## src/rtl/aeg_pkg.sv

```systemverilog
// Shared types, constants and the control program of the envelope generator.
`default_nettype none

package aeg_pkg;

    localparam int unsigned LEVEL_W = 20;
    localparam int unsigned PC_W    = 4;

    localparam logic [1:0] OP_TICK     = 2'd0;
    localparam logic [1:0] OP_NOTE_ON  = 2'd1;
    localparam logic [1:0] OP_NOTE_OFF = 2'd2;
    localparam logic [1:0] OP_UNUSED   = 2'd3;

    localparam logic [2:0] CFG_ATTACK_RATE   = 3'd0;
    localparam logic [2:0] CFG_DCY_MULT      = 3'd1;
    localparam logic [2:0] CFG_SUSTAIN_LEVEL = 3'd2;
    localparam logic [2:0] CFG_REL_MULT      = 3'd3;
    localparam logic [2:0] CFG_GAIN_ENABLE   = 3'd4;

    localparam int unsigned CFG_DATA_W = 19;

    localparam logic [LEVEL_W-1:0] ENV_PEAK  = 20'd524272;
    localparam logic [LEVEL_W-1:0] ENV_FLOOR = 20'd16;

    typedef struct packed {
        logic [1:0]         opcode;
        logic signed [15:0] gain;
    } t_in_item;

    typedef struct packed {
        logic signed [15:0] env_out;
        logic               in_decay;
        logic               silent;
    } t_out_item;

    typedef struct packed {
        logic [18:0]        attack_rate;
        logic [14:0]        dcy_mult;
        logic signed [15:0] sustain_level;
        logic [14:0]        rel_mult;
        logic               gain_enable;
    } t_cfg;

    typedef enum logic [2:0] {
        MUL_NONE,
        MUL_SQR,
        MUL_GAIN,
        MUL_DECAY,
        MUL_REL
    } t_mul;

    typedef enum logic [2:0] {
        UOP_NOP,
        UOP_LOAD_Y,
        UOP_LOAD_YG,
        UOP_SAT,
        UOP_ATTACK,
        UOP_DECAY,
        UOP_RELEASE,
        UOP_EMIT
    } t_uop;

    typedef enum logic [2:0] {
        COND_NEXT,
        COND_ALWAYS,
        COND_NO_GAIN,
        COND_NO_GATE,
        COND_DECAY
    } t_cond;

    typedef struct packed {
        t_mul            mul;
        t_uop            op;
        t_cond           cond;
        logic [PC_W-1:0] target;
    } t_uword;

    typedef struct packed {
        logic no_gain;
        logic no_gate;
        logic decay;
    } t_flags;

    typedef enum logic {
        SEQ_IDLE,
        SEQ_RUN
    } t_seq_state;

    localparam logic [PC_W-1:0] PC_SAT     = 4'd4;
    localparam logic [PC_W-1:0] PC_DECAY   = 4'd7;
    localparam logic [PC_W-1:0] PC_RELEASE = 4'd9;
    localparam logic [PC_W-1:0] PC_EMIT    = 4'd11;
    localparam logic [PC_W-1:0] PC_ZERO    = 4'd0;

    function automatic t_uword aeg_rom(input logic [PC_W-1:0] pc);
        t_uword w;
        w = '{mul: MUL_NONE, op: UOP_NOP, cond: COND_ALWAYS, target: PC_EMIT};
        case (pc)
            4'd0:  w = '{mul: MUL_SQR,   op: UOP_NOP,     cond: COND_NEXT,    target: PC_ZERO};
            4'd1:  w = '{mul: MUL_NONE,  op: UOP_LOAD_Y,  cond: COND_NO_GAIN, target: PC_SAT};
            4'd2:  w = '{mul: MUL_GAIN,  op: UOP_NOP,     cond: COND_NEXT,    target: PC_ZERO};
            4'd3:  w = '{mul: MUL_NONE,  op: UOP_LOAD_YG, cond: COND_NEXT,    target: PC_ZERO};
            4'd4:  w = '{mul: MUL_NONE,  op: UOP_SAT,     cond: COND_NO_GATE, target: PC_RELEASE};
            4'd5:  w = '{mul: MUL_NONE,  op: UOP_NOP,     cond: COND_DECAY,   target: PC_DECAY};
            4'd6:  w = '{mul: MUL_NONE,  op: UOP_ATTACK,  cond: COND_ALWAYS,  target: PC_EMIT};
            4'd7:  w = '{mul: MUL_DECAY, op: UOP_NOP,     cond: COND_NEXT,    target: PC_ZERO};
            4'd8:  w = '{mul: MUL_NONE,  op: UOP_DECAY,   cond: COND_ALWAYS,  target: PC_EMIT};
            4'd9:  w = '{mul: MUL_REL,   op: UOP_NOP,     cond: COND_NEXT,    target: PC_ZERO};
            4'd10: w = '{mul: MUL_NONE,  op: UOP_RELEASE, cond: COND_NEXT,    target: PC_ZERO};
            4'd11: w = '{mul: MUL_NONE,  op: UOP_EMIT,    cond: COND_NEXT,    target: PC_ZERO};
            default: w = '{mul: MUL_NONE, op: UOP_NOP, cond: COND_ALWAYS, target: PC_EMIT};
        endcase
        return w;
    endfunction

endpackage

`default_nettype wire

```

## src/rtl/aeg_sequencer.sv

```systemverilog
// Step counter and program table that drive the envelope datapath.
`default_nettype none

module aeg_sequencer import aeg_pkg::*; (
    input  wire logic   i_clk,
    input  wire logic   i_rst_n,
    input  wire logic   i_start,
    input  wire t_flags i_flags,
    input  wire logic   i_slot_free,
    output t_uword      o_uword,
    output logic        o_emit,
    output logic        o_idle
);

    t_seq_state      r_state, n_state;
    logic [PC_W-1:0] r_pc, n_pc;
    t_uword          w_word;
    logic            w_take;

    always_ff @(posedge i_clk) begin
        if (!i_rst_n) begin
            r_state <= SEQ_IDLE;
            r_pc    <= PC_ZERO;
        end else begin
            r_state <= n_state;
            r_pc    <= n_pc;
        end
    end

    always_comb begin
        w_word = aeg_rom(r_pc);
        case (w_word.cond)
            COND_NEXT:    w_take = 1'b0;
            COND_ALWAYS:  w_take = 1'b1;
            COND_NO_GAIN: w_take = i_flags.no_gain;
            COND_NO_GATE: w_take = i_flags.no_gate;
            COND_DECAY:   w_take = i_flags.decay;
            default:      w_take = 1'b0;
        endcase
        n_state = r_state;
        n_pc    = r_pc;
        o_emit  = 1'b0;
        o_idle  = 1'b0;
        o_uword = '{mul: MUL_NONE, op: UOP_NOP, cond: COND_NEXT, target: PC_ZERO};
        case (r_state)
            SEQ_IDLE: begin
                o_idle = 1'b1;
                if (i_start) begin
                    n_state = SEQ_RUN;
                    n_pc    = PC_ZERO;
                end
            end
            SEQ_RUN: begin
                o_uword = w_word;
                if (w_word.op == UOP_EMIT) begin
                    if (i_slot_free) begin
                        o_emit  = 1'b1;
                        n_state = SEQ_IDLE;
                        n_pc    = PC_ZERO;
                    end
                end else if (w_take) begin
                    n_pc = w_word.target;
                end else begin
                    n_pc = r_pc + 1'b1;
                end
            end
            default: begin
                n_state = SEQ_IDLE;
                n_pc    = PC_ZERO;
            end
        endcase
    end

endmodule

`default_nettype wire

```

## src/rtl/aeg_datapath.sv

```systemverilog
// Envelope state, shared multiplier and the step operations of the envelope generator.
`default_nettype none

module aeg_datapath import aeg_pkg::*; (
    input  wire logic               i_clk,
    input  wire logic               i_rst_n,
    input  wire t_cfg               i_cfg,
    input  wire logic               i_start,
    input  wire logic               i_note_on,
    input  wire logic               i_note_off,
    input  wire logic signed [15:0] i_gain,
    input  wire t_uword             i_uword,
    output t_flags                  o_flags,
    output t_out_item               o_result
);

    localparam logic signed [19:0] Y_MAX = 20'sd32767;
    localparam logic signed [19:0] Y_MIN = -20'sd32768;

    logic [LEVEL_W-1:0] r_level;
    logic               r_decay;
    logic               r_gate;
    logic signed [15:0] r_gain;
    logic signed [37:0] r_prod;
    logic signed [19:0] r_y;
    logic signed [15:0] r_env;

    logic [15:0]        w_mag;
    logic [LEVEL_W-1:0] w_sus;
    logic [LEVEL_W-1:0] w_diff;
    logic [LEVEL_W:0]   w_attack_sum;
    logic [LEVEL_W-1:0] w_scaled;
    logic signed [19:0] w_sq;
    logic signed [20:0] w_ma;
    logic signed [16:0] w_mb;
    logic signed [37:0] w_prod;

    always_comb begin
        w_mag        = i_cfg.sustain_level[15] ? 16'(-i_cfg.sustain_level)
                                               : 16'(i_cfg.sustain_level);
        w_sus        = {w_mag, 4'b0000};
        w_diff       = r_level - w_sus;
        w_attack_sum = {1'b0, r_level} + {2'b00, i_cfg.attack_rate};
        w_scaled     = r_prod[34:15];
        w_sq         = i_cfg.sustain_level[15] ? -{3'b000, r_prod[31:15]}
                                               : {3'b000, r_prod[31:15]};
        case (i_uword.mul)
            MUL_SQR: begin
                w_ma = {5'b00000, r_level[19:4]};
                w_mb = {1'b0, r_level[19:4]};
            end
            MUL_GAIN: begin
                w_ma = {r_y[19], r_y};
                w_mb = {r_gain[15], r_gain};
            end
            MUL_DECAY: begin
                w_ma = {1'b0, w_diff};
                w_mb = {2'b00, i_cfg.dcy_mult};
            end
            MUL_REL: begin
                w_ma = {1'b0, r_level};
                w_mb = {2'b00, i_cfg.rel_mult};
            end
            default: begin
                w_ma = '0;
                w_mb = '0;
            end
        endcase
        w_prod = w_ma * w_mb;
    end

    always_ff @(posedge i_clk) begin
        if (i_start) begin
            r_gain <= i_gain;
        end
        if (i_uword.mul != MUL_NONE) begin
            r_prod <= w_prod;
        end
        case (i_uword.op)
            UOP_LOAD_Y:  r_y <= w_sq;
            UOP_LOAD_YG: r_y <= r_prod[34:15];
            UOP_SAT: begin
                if (r_y > Y_MAX) begin
                    r_env <= 16'sh7FFF;
                end else if (r_y < Y_MIN) begin
                    r_env <= -16'sh8000;
                end else begin
                    r_env <= r_y[15:0];
                end
            end
            default: ;
        endcase
    end

    always_ff @(posedge i_clk) begin
        if (!i_rst_n) begin
            r_level <= '0;
            r_decay <= 1'b0;
            r_gate  <= 1'b0;
        end else if (i_note_on) begin
            r_level <= '0;
            r_decay <= 1'b0;
            r_gate  <= 1'b1;
        end else if (i_note_off) begin
            r_gate <= 1'b0;
        end else begin
            case (i_uword.op)
                UOP_ATTACK: begin
                    if (w_attack_sum >= {1'b0, ENV_PEAK}) begin
                        r_level <= ENV_PEAK;
                        r_decay <= 1'b1;
                    end else begin
                        r_level <= w_attack_sum[LEVEL_W-1:0];
                    end
                end
                UOP_DECAY: begin
                    if (r_level > w_sus) begin
                        r_level <= w_sus + w_scaled;
                    end else begin
                        r_level <= w_sus;
                    end
                end
                UOP_RELEASE: begin
                    r_level <= (w_scaled < ENV_FLOOR) ? '0 : w_scaled;
                    r_decay <= 1'b0;
                end
                default: ;
            endcase
        end
    end

    assign o_flags.no_gain   = !i_cfg.gain_enable;
    assign o_flags.no_gate   = !r_gate;
    assign o_flags.decay     = r_decay;
    assign o_result.env_out  = r_env;
    assign o_result.in_decay = r_decay;
    assign o_result.silent   = !r_gate && (r_level == '0);

endmodule

`default_nettype wire

```

## src/rtl/adsr_envelope_generator_unit.sv

```systemverilog
// Top level of the envelope generator: handshakes, configuration registers and result register.
//
// Input items arrive on i_in_valid/o_in_ready with payload i_in_data. A note-on or
// note-off is applied at its transfer and produces no result.
// A sample tick starts the control program, which runs on one shared multiplier:
// 6 to 9 program steps depending on the envelope phase and on gain_enable. The result is
// loaded into the output register at the last step, which holds while that register is full.
// o_in_ready returns in the cycle after that load, so a new tick is not taken until
// the last one's result has been loaded.
// Results leave on o_out_valid/i_out_ready from a single output register. A waiting
// result does not block new input; only a finished tick that finds the output
// register still full holds at its last step until the receiver takes the transfer.
// Configuration writes take effect at the edge where i_cfg_we is high and are
// expected only while the block is idle.
// Synchronous reset clears the envelope level, the phase flag, the gate, all
// configuration registers and the output valid flag, and returns the program to idle.
`default_nettype none

module adsr_envelope_generator_unit import aeg_pkg::*; (
    input  wire logic                  i_clk,
    input  wire logic                  i_rst_n,
    input  wire logic                  i_in_valid,
    output logic                       o_in_ready,
    input  wire t_in_item              i_in_data,
    output logic                       o_out_valid,
    input  wire logic                  i_out_ready,
    output t_out_item                  o_out_data,
    input  wire logic                  i_cfg_we,
    input  wire logic [2:0]            i_cfg_idx,
    input  wire logic [CFG_DATA_W-1:0] i_cfg_data
);

    t_cfg      r_cfg;
    logic      r_out_valid;
    t_out_item r_out_data;

    logic      w_accept;
    logic      w_start;
    logic      w_note_on;
    logic      w_note_off;
    logic      w_slot_free;
    logic      w_emit;
    logic      w_idle;
    t_uword    w_uword;
    t_flags    w_flags;
    t_out_item w_result;

    assign o_in_ready  = w_idle;
    assign w_accept    = i_in_valid && w_idle;
    assign w_start     = w_accept && (i_in_data.opcode == OP_TICK);
    assign w_note_on   = w_accept && (i_in_data.opcode == OP_NOTE_ON);
    assign w_note_off  = w_accept && (i_in_data.opcode == OP_NOTE_OFF);
    assign w_slot_free = !r_out_valid || i_out_ready;

    always_ff @(posedge i_clk) begin
        if (!i_rst_n) begin
            r_cfg <= '0;
        end else if (i_cfg_we) begin
            case (i_cfg_idx)
                CFG_ATTACK_RATE:   r_cfg.attack_rate   <= i_cfg_data[18:0];
                CFG_DCY_MULT:      r_cfg.dcy_mult      <= i_cfg_data[14:0];
                CFG_SUSTAIN_LEVEL: r_cfg.sustain_level <= i_cfg_data[15:0];
                CFG_REL_MULT:      r_cfg.rel_mult      <= i_cfg_data[14:0];
                CFG_GAIN_ENABLE:   r_cfg.gain_enable   <= i_cfg_data[0];
                default: ;
            endcase
        end
    end

    always_ff @(posedge i_clk) begin
        if (!i_rst_n) begin
            r_out_valid <= 1'b0;
        end else if (w_emit) begin
            r_out_valid <= 1'b1;
        end else if (i_out_ready) begin
            r_out_valid <= 1'b0;
        end
    end

    always_ff @(posedge i_clk) begin
        if (w_emit) begin
            r_out_data <= w_result;
        end
    end

    aeg_sequencer u_sequencer (
        .i_clk       (i_clk),
        .i_rst_n     (i_rst_n),
        .i_start     (w_start),
        .i_flags     (w_flags),
        .i_slot_free (w_slot_free),
        .o_uword     (w_uword),
        .o_emit      (w_emit),
        .o_idle      (w_idle)
    );

    aeg_datapath u_datapath (
        .i_clk      (i_clk),
        .i_rst_n    (i_rst_n),
        .i_cfg      (r_cfg),
        .i_start    (w_start),
        .i_note_on  (w_note_on),
        .i_note_off (w_note_off),
        .i_gain     (i_in_data.gain),
        .i_uword    (w_uword),
        .o_flags    (w_flags),
        .o_result   (w_result)
    );

    assign o_out_valid = r_out_valid;
    assign o_out_data  = r_out_data;

`ifndef ASSERT_OFF
    a_emit_needs_slot: assert property (@(posedge i_clk) disable iff (!i_rst_n)
        w_emit |-> (!r_out_valid || i_out_ready))
        else $error("result loaded while the output register was still full");

    a_tick_blocks_input: assert property (@(posedge i_clk) disable iff (!i_rst_n)
        w_start |=> !o_in_ready)
        else $error("input still ready in the cycle after a tick transfer");

    a_valid_from_emit: assert property (@(posedge i_clk) disable iff (!i_rst_n)
        $rose(o_out_valid) |-> $past(w_emit))
        else $error("output valid rose without a finished tick");
`endif

endmodule

`default_nettype wire

```

## config.mk

```make
export PLATFORM = sky130hd
export DESIGN_NAME = adsr_envelope_generator_unit
export DESIGN_NICKNAME = d
export VERILOG_FILES = /design/src/rtl/aeg_pkg.sv /design/src/rtl/aeg_sequencer.sv /design/src/rtl/aeg_datapath.sv /design/src/rtl/adsr_envelope_generator_unit.sv
export SDC_FILE = /design/constraint.sdc
export NUM_CORES = 1
export LEC_CHECK = 0
export BUFFER_PORTS_ARGS = -buffer_cell sky130_fd_sc_hd__buf_2
export CORE_MARGIN = 5
export CORE_UTILIZATION = 63
export CTS_BUF_LIST = sky130_fd_sc_hd__clkbuf_16
export DETAILED_ROUTE_END_ITERATION = 12
export PLACE_DENSITY_LB_ADDON = 0.12
export SYNTH_ARGS = -nofsm -noshare
export SYNTH_HDL_FRONTEND = slang
export SYNTH_HIERARCHICAL = 1
export SYNTH_SLANG_ARGS = --single-unit
```

## constraint.sdc

```tcl
create_clock -name i_clk -period 10.9 [get_ports i_clk]
set_clock_uncertainty 0.05 [all_clocks]
set_input_delay 2.18 -clock i_clk [delete_from_list [all_inputs] [get_ports i_clk]]
set_output_delay 2.18 -clock i_clk [all_outputs]
set_load 0.01 [all_outputs]
```

# Word-level counts from Yosys, hierarchy flattened
# Memory sizes are Yosys's and may differ from the RTL's. A register that Yosys moved wholly into a read port is not among the register bits.
# Index checks and enable logic that the tools add are counted.
[word_totals]
register_bits = 199
rom_bits = 208
inputBits = 45
out_inout_bits = 20
wordCells = 118
memories = 1
[classes]
n_addsub = 6
mul = 1
order_cmp = 5
eq_ne = 24
n_mux = 33
n_bitwise = 3
n_reduce_logical = 27
[mem_list]
columns = ["name", "words", "width", "rd", "rd_clocked_by_memory_dff", "write_ports", "line", "source"]
rows = [
  ["(no name shown)", 16, 13, 1, 1, 0, "aeg_pkg.sv:98", "case (pc)"],
]
[ops]
columns = ["op", "count"]
rows = [
  ["21-bit one-hot mux with 4 select lines", 1],
  ["20-bit two-way mux", 4],
  ["17-bit one-hot mux with 4 select lines", 1],
  ["20-bit one-hot mux with 3 select lines", 1],
  ["20-bit one-hot mux with 2 select lines", 1],
  ["21-bit by 17-bit multiplier with 35-bit output", 1],
  ["16-bit two-way mux", 2],
  ["3-bit by 2-bit equality test with 1-bit output (second input constant)", 8],
  ["4-bit two-way mux", 6],
  ["20-bit by 19-bit adder with 21-bit output", 1],
  ["3-bit equality test (second input constant)", 7],
  ["21-bit by 19-bit greater-or-equal comparator with 1-bit output (second input constant)", 1],
  ["20-bit adder", 1],
  ["20-bit by 16-bit greater-than comparator with 1-bit output (second input constant)", 1],
  ["20-bit greater-than comparator", 1],
  ["20-bit zero test", 1],
  ["20-bit by 16-bit < comparator with 1-bit output (second input constant)", 1],
  ["20-bit by 5-bit < comparator with 1-bit output (second input constant)", 1],
  ["17-bit negation with 20-bit output", 1],
  ["20-bit subtractor", 1],
  ["16-bit negation", 1],
  ["2-bit AND reduction", 7],
  ["13-bit two-way mux", 1],
  ["3-bit by 1-bit equality test with 1-bit output (second input constant)", 4],
  ["19 further kinds", 44],
]

# Logic depth before layout (Yosys ltp)
# Gate-level depths: netlist of run 1.
[depth]
depth_word = 7
mapped_depth = 39
depth_no_buf = 38

# By module
# Netlist of run 1, hierarchy kept.
[by_module_without_submodules]
columns = ["mod", "instances", "cells_per_inst", "area_each_um2", "seq_area_each_um2"]
rows = [
  ["aeg_datapath", 1, 2174, 19159.6, 2602.5],
  ["adsr_envelope_generator_unit", 1, 265, 3045.4, 1881.8],
  ["aeg_sequencer", 1, 107, 954.7, 340.3],
]

# Least setup slack after synthesis of run 1
# Ideal clock, no wire load.
[synth_timing]
path_type = "flip-flop to flip-flop"
startpoint = "register r_cfg[18] in the netlist's numbering"
endpoint = "register u_datapath.r_prod[30], data pin"
setup_time_ns = 0.258
arrival_ns = 8.520
required_ns = 10.592
path_slack_ns = 2.072
stages_incl_launch_ff = 37
path_buffers = 0
period_less_slack_ns = 8.828
cell_sequence = "dfxtp_1 > nor3_1 > nand3_1 > or2_2 > o21ai_0 > xor2_1 > ha_1 > nand2_1 > o21ai_0 > or3_1 > o221ai_1 > nor2b_1 > xnor2_1 > a221oi_1 > nor2_1 > fa_1 > inv_1 > fa_1 > fa_1 > inv_1 > fa_1 > fa_1 > inv_1 > fa_1 > inv_1 > ha_1 > a21oi_1 > nor2b_1 > o21ai_0 > nand2_1 > o21bai_2 > o211a_1 > o21a_1 > o21a_1 > o21ai_0 > nor2b_1 > xnor2_1"
[synth_between]
elab_chain_cells = 5
[synth_rtl]
columns = ["element", "line", "source"]
rows = [
  ["start: declaration", "adsr_envelope_generator_unit.sv:33", "t_cfg r_cfg;"],
  ["16-bit negation", "aeg_datapath.sv:39", "w_mag = i_cfg.sustain_level[15] ? 16'(-i_cfg.sustain_level)"],
  ["16-bit two-way mux *", "aeg_datapath.sv:39", ""],
  ["20-bit subtractor *", "aeg_datapath.sv:42", "w_diff = r_level - w_sus;"],
  ["21-bit one-hot mux with 4 select lines *", "aeg_datapath.sv:47", "case (i_uword.mul)"],
  ["21-bit by 17-bit multiplier with 35-bit output *", "aeg_datapath.sv:69", "w_prod = w_ma * w_mb;"],
  ["net u_datapath.w_prod[30]", "aeg_datapath.sv:36", "logic signed [37:0] w_prod;"],
  ["end signal: assignment", "aeg_datapath.sv:77", "r_prod <= w_prod;"],
  ["end: declaration", "aeg_datapath.sv:24", "logic signed [37:0] r_prod;"],
]
# The timed path passes the listed nets; every way through them passes the cells marked *.
# A chain may end at the register's enable or synchronous reset.

# Worst setup path after layout of run 1
[layout_timing]
startpoint = "register r_cfg[31] in the netlist's numbering"
endpoint = "register u_datapath.r_prod[34], data pin"
# The elaborated chain is that of the path after synthesis.

==> impl_metrics.py, run 1 <==
metrics = {
    "worst_setup_path": {
        "cp_slowest_cell": "a221oi_2",
        "cp.arrival_ns": 10.11,
        "required_ns": 11.05,
        "path_class": "flip-flop to flip-flop",
        "cp_slowest_stage_delay_ns": 0.96,
        "worst_setup_path_start_kind": "flip-flop",
        "critPathCaptureType": "flip-flop",
        "path_max_fanout": 18,
    },
    "logic_synthesis": {
        "synth_area_um2": 23110,
        "synth_fp_nets": 3061,
        "avgSynthCellArea_um2": 9.103,
        "synth_cells": 2539,
        "yosys_warnings": 6,
    },
    "min_path": {
        "hp-class": "flip-flop to flip-flop",
    },
    "timing": {
        "min_period_over_period": 0.9137,
        "min_period_ns": 9.959,
        "max_slew_margin": 0.1929,
        "rsz0062_at_grt": "no",
        "worstMarginPinSlew_ns": 1.206,
        "slew_viol_final": 0,
        "fmax_mhz": 100.4,
        "fin_tns_setup_ns": 0,
        "setup_viol": 0,
        "hold_viol": 0,
    },
    "pwr": {
        "p_clk_frac": 0.412,
        "pwr-share-seq": 0.494,
        "p_comb_frac": 0.093,
        "p_leak_nw": 11.59,
        "internal_power_mw": 1.205,
        "swShare": 0.2525,
        "total_power_mw": 1.612,
        "powerDensity_nw_per_um2": 65.47,
        "p_sw_mw": 0.4071,
        "vdd_ir_drop_max_mv": 0.1124,
    },
    "place": {
        "numPortBuffers": 64,
        "place_hpwl_um": 53580,
        "finalWeightedCongestion": 1.015,
    },
    "die": {
        "rows": 70,
        "die_y_um": 201.5,
        "die_w_um": 201.5,
        "coreArea_um2": 36430,
        "io_pins": 65,
        "initial_utilization": 0.6344,
        "dieArea_um2": 40620,
    },
    "routing": {
        "vias_per_cell": 6.084,
        "num_vias": 18530,
        "routed_wl_um": 67700,
        "routedWlPerCell_um": 22.23,
        "dr.first_iter.drc_count": 1786,
        "ant_nets": 0,
        "drc": 0,
        "first_pass_iters": 7,
    },
    "final_layout": {
        "drive_gt1_frac": 0.07722,
        "nNetsFinal": 3086,
        "fillers": 2965,
        "area_delta_synth_final_pct": 6.529,
    },
    "clock_network": {
        "cts_max_level": 4,
        "cts_tree": "done",
        "holdBufCountCts": 0,
        "clock_path_buffers": 2,
        "cts_resized": 0,
        "cts_setup_buffers": 0,
        "cts_sinks": 196,
        "cts_root_buffer": "clkbuf_16",
        "path_clk_slew_ns": 0.07,
        "cts_made_buffers": 17,
        "clkLatencyLatePin_ns": 0.45,
    },
    "global_routing": {
        "grt_pass1_vias": 18720,
        "grt_max_degree": 101,
        "gr-usage-all-layers": 0.3390,
        "antenna_found_initial": 1,
        "grt_pass1_wl_um": 106500,
        "gr-total-overflow": 0,
    },
    "run_status": {
        "status": "completed",
    },
    "run": {
        "cap_violations": 0,
    },
}
cells in the final DEF (no fill, tap or decap), drive strengths merged, types with 69 or more instances in the layout:
| cell | n |
|---|---|
| buf | 110 |
| dfxtp | 106 |
| o21ai | 87 |
| mux2i | 69 |
| inv | 448 |
| ha | 142 |
| fa | 335 |
| nand2 | 294 |
| nor2 | 284 |
| edfxtp | 90 |
flip-flops by register name, indices dropped and copies added, names as in the netlist, 12 cells and up:
| signal | count |
|---|---|
| o_out_data | 18 |
| r_cfg | 66 |
| u_datapath/r_env | 16 |
| u_datapath/r_gain | 16 |
| u_datapath/r_level | 20 |
| u_datapath/r_prod | 20 |
| u_datapath/r_y | 20 |
| u_sequencer/w_word | 12 |
area by class of cell:
class / instances / area [µm²] / area share
Timing Repair Buffer: 110 / 665.6 / 0.02703
Inverter: 443 / 1663 / 0.06753
Clock buffer: 17 / 425.4 / 0.01728
Tap cell: 468 / 585.6 / 0.02378
Multi-Input combinational cell: 1796 / 16260 / 0.6603
Antenna cell: 1 / 2.502 / 0.0001016
Sequential cell: 196 / 4825 / 0.1959
Clock inverter: 15 / 196.4 / 0.007978
power by group through the flow:
stage	Clock, mW	Sequential (mW)	Combinational, mW
2_1_floorplan	0	0.802	0.108
3_3_place_gp	0	0.812	0.146
3_5_place_dp	0	0.813	0.147
4_1_cts	0.673	0.796	0.148
5_1_grt	0.707	0.797	0.165
6_report	0.665	0.797	0.150
critical path: cells and delay by family (launching register included):
kind	cells	cell delay, ns
adder cells (fa/ha/maj)	8	3.80
AO/OA/AOI/OAI	13	3.38
AND/OR/NAND/NOR	7	0.77
flip-flops	1	0.74
multiplexers	1	0.55
XOR/XNOR	2	0.20
buffers and inverters	4	0.20
final timing paths:
path | cells past startpoint | endpoint | slack, ns | startpoint
hold / removal | 0 | o_out_data[17]$_DFFE_PP_ | 0.37 | u_datapath/r_env[15]$_SDFFCE_PN0N_
hold reg to reg | 0 | o_out_data[17]$_DFFE_PP_ | 0.37 | u_datapath/r_env[15]$_SDFFCE_PN0N_
setup / recovery | 35 | u_datapath/r_prod[34]$_DFFE_PP_ | 0.94 | r_cfg[31]$_SDFFE_PN0P_
setup reg to reg | 35 | u_datapath/r_prod[34]$_DFFE_PP_ | 0.94 | r_cfg[31]$_SDFFE_PN0P_
layer usage:
layer	track usage	part of all wire	wire [µm]
met3	0.08010	0.11	7217
met5	0	0.00041	28
met2	0.5246	0.44	30110
met4	0.1311	0.048	3226
met1	0.4679	0.40	27120
metrics by stage:
step                cells  hold WS, ns  utilization  cell area [µm²]  setup WS (ns)
finish               3046       0.3690       0.6758            24620         0.9409
global route         3045       0.3768       0.6757            24620         0.3284
CTS                  3045       0.3711       0.6757            24620          1.057
detailed placement   3013       0.3545       0.6587            24000          1.071
global placement     3013       0.3550       0.6587            24000          1.398
floorplan            2539       0.3503            -            23110          2.072
(Power assumes the default switching activity.)
==> run 2, diff against run 1 <==
--- a/config.mk
+++ b/config.mk
@@ -6,7 +6,7 @@
 export NUM_CORES = 1
 export LEC_CHECK = 0
 export BUFFER_PORTS_ARGS = -buffer_cell sky130_fd_sc_hd__buf_2
-export CORE_MARGIN = 5
+export CORE_MARGIN = 1
 export CORE_UTILIZATION = 63
 export CTS_BUF_LIST = sky130_fd_sc_hd__clkbuf_16
 export DETAILED_ROUTE_END_ITERATION = 12
==> run 2 against run 1 <==
Net effect:
- the run now ends with design-rule violations left
- power down 0.79%
- critical path depth up 2
- first-iteration DRC count down 5.9%
- largest power group unchanged
==> impl_metrics.py, run 2 (synthesized netlist as in run 1, its figures left out) <==
metrics = {
    "worst_setup_path": {
        "required_ns": 11.05,
        "cp_slowest_cell": "a221oi_2",
        "r2r_start": "r_cfg[16]$_SDFFE_PN0P_",
        "path_max_fanout": 10,
        "critPathCaptureType": "flip-flop",
        "cp_slowest_stage_delay_ns": 0.82,
        "rrSetupSlack_ns": 1.04,
        "cp.arrival_ns": 10.01,
        "worst_setup_path_start_kind": "flip-flop",
        "r2r_cells": 37,
        "reg2reg_to": "u_datapath/r_prod[34]$_DFFE_PP_",
        "crit_start": "r_cfg[16]$_SDFFE_PN0P_",
        "path_class": "flip-flop to flip-flop",
    },
    "pwr": {
        "vdd_ir_drop_max_mv": 0.1110,
        "powerDensity_nw_per_um2": 65.02,
        "p_leak_nw": 11.57,
    },
    "run": {
        "cap_violations": 0,
    },
    "die": {
        "initial_utilization": 0.6451,
        "coreArea_um2": 35830,
        "die_y_um": 193.5,
        "die_w_um": 193.5,
        "io_pins": 65,
        "dieArea_um2": 37460,
        "rows": 69,
    },
    "timing": {
        "hold_viol": 0,
        "fmax_mhz": 101.4,
        "max_slew_margin": 0.1965,
        "rsz0062_at_grt": "no",
        "worstMarginPinSlew_ns": 1.199,
        "slew_viol_final": 0,
        "worst_slack_ns": 1.039,
        "min_period_over_period": 0.9046,
        "fin_tns_setup_ns": 0,
        "min_period_ns": 9.861,
        "setup_viol": 0,
    },
    "final_layout": {
        "final_area_um2": 24600,
        "largest_reg_flops": 66,
        "drive_gt1_frac": 0.07764,
        "final_common_cell": "inv_1",
        "n_antenna_cell": 0,
        "nNetsFinal": 3085,
        "regMostFlops": "r_cfg",
        "most-common-layout-cells": "inv_1, fa_1, nand2_1",
        "area_delta_synth_final_pct": 6.420,
        "fillers": 2884,
    },
    "place": {
        "numPortBuffers": 64,
        "place_hpwl_um": 52570,
        "finalWeightedCongestion": 0.9832,
        "place_ws_ns": 1.202,
        "placed_area_um2": 23980,
    },
    "min_path": {
        "hold_start": "u_datapath/r_env[6]$_SDFFCE_PN1N_",
        "min_path_cells": 0,
        "min_to": "o_out_data[8]$_DFFE_PP_",
        "hp-class": "flip-flop to flip-flop",
    },
    "clock_network": {
        "holdBufCountCts": 0,
        "cts_made_buffers": 17,
        "cts_setup_buffers": 0,
        "clock_path_buffers": 2,
        "cts_root_buffer": "clkbuf_16",
        "cts_max_level": 4,
        "path_clk_slew_ns": 0.08,
        "clkLatencyLatePin_ns": 0.45,
        "cts_sinks": 196,
        "cts_tree": "done",
        "cts_resized": 0,
    },
    "global_routing": {
        "grt_max_degree": 84,
        "grt_pass1_vias": 19040,
        "gr-usage-all-layers": 0.3699,
        "antenna_found_initial": 1,
        "grt_pass1_wl_um": 105200,
        "gr-total-overflow": 0,
    },
    "routing": {
        "ant_nets": 0,
        "first_pass_iters": 9,
        "routed_wl_um": 66510,
        "drc": 3,
        "num_vias": 18560,
        "vias_per_cell": 6.111,
        "dr.first_iter.drc_count": 1680,
        "routedWlPerCell_um": 21.90,
    },
    "run_status": {
        "status": "finished with violations",
        "violations": "design-rule violations",
    },
}
==> run 2: changes by cell type in the layout (fill, tap and decap cells not counted), sizes merged <==
cell,previous run,this run
diode,1,0
clkinv,6,3
clkinvlp,1,3
buf,110,109
inv,448,449
clkbuf,17,18
bufinv,3,2
==> run 2: layer usage <==
layer,share of wire,GRT usage
met1,0.40,0.4989
met3,0.097,0.07514
met5,0,0
met4,0.044,0.1544
met2,0.45,0.5847
==> run 2: worst max-delay path, delay by kind of cell, from the launching register on <==
family	cells	cell delay, ns
buf+inv	5	0.31
compound gates	13	3.28
fa+ha+maj	9	4.12
xor+xnor	2	0.19
simple gates	7	0.76
mux	1	0.42
flops	1	0.48
==> run 2: cell type report <==
cell class,instances,area [µm²],share of cell area
repair buffers,109,660.6,0.02686
multi-input cells,1796,16260,0.6610
flip-flops and latches,196,4825,0.1961
clock buffers,18,450.4,0.01831
well taps,461,576.8,0.02345
clock inverters,14,162.7,0.006613
inverters,443,1663,0.06760
==> run 2: worst max path at each step <==
stage                                 endpoint  cells after the start
6_report       u_datapath/r_prod[34]$_DFFE_PP_                     37
5_1_grt        u_datapath/r_prod[34]$_DFFE_PP_                     37
4_1_cts        u_datapath/r_prod[34]$_DFFE_PP_                     37
3_5_place_dp   u_datapath/r_prod[34]$_DFFE_PP_                     37
3_3_place_gp   u_datapath/r_prod[34]$_DFFE_PP_                     37
2_1_floorplan  u_datapath/r_prod[30]$_DFFE_PP_                     36
==> run 2: stage by stage <==
step	power, mW	instances	utilization	hold WS (ns)
after floorplan	0.9102	2539	-	0.3503
after global placement	0.9543	3005	0.6694	0.3544
after detailed placement	0.9570	3005	0.6694	0.3545
after CTS	1.603	3037	0.6865	0.3717
after global routing	1.651	3037	0.6865	0.3805
final	1.599	3037	0.6865	0.3698
==> run 2: where the power goes <==
group | total (mW) | internal (mW) | switching (mW) | leakage, nW
clock network | 0.655 | 0.358 | 0.297 | 0.294
logic | 0.148 | 0.0588 | 0.0896 | 9.62
registers | 0.796 | 0.779 | 0.0174 | 1.66
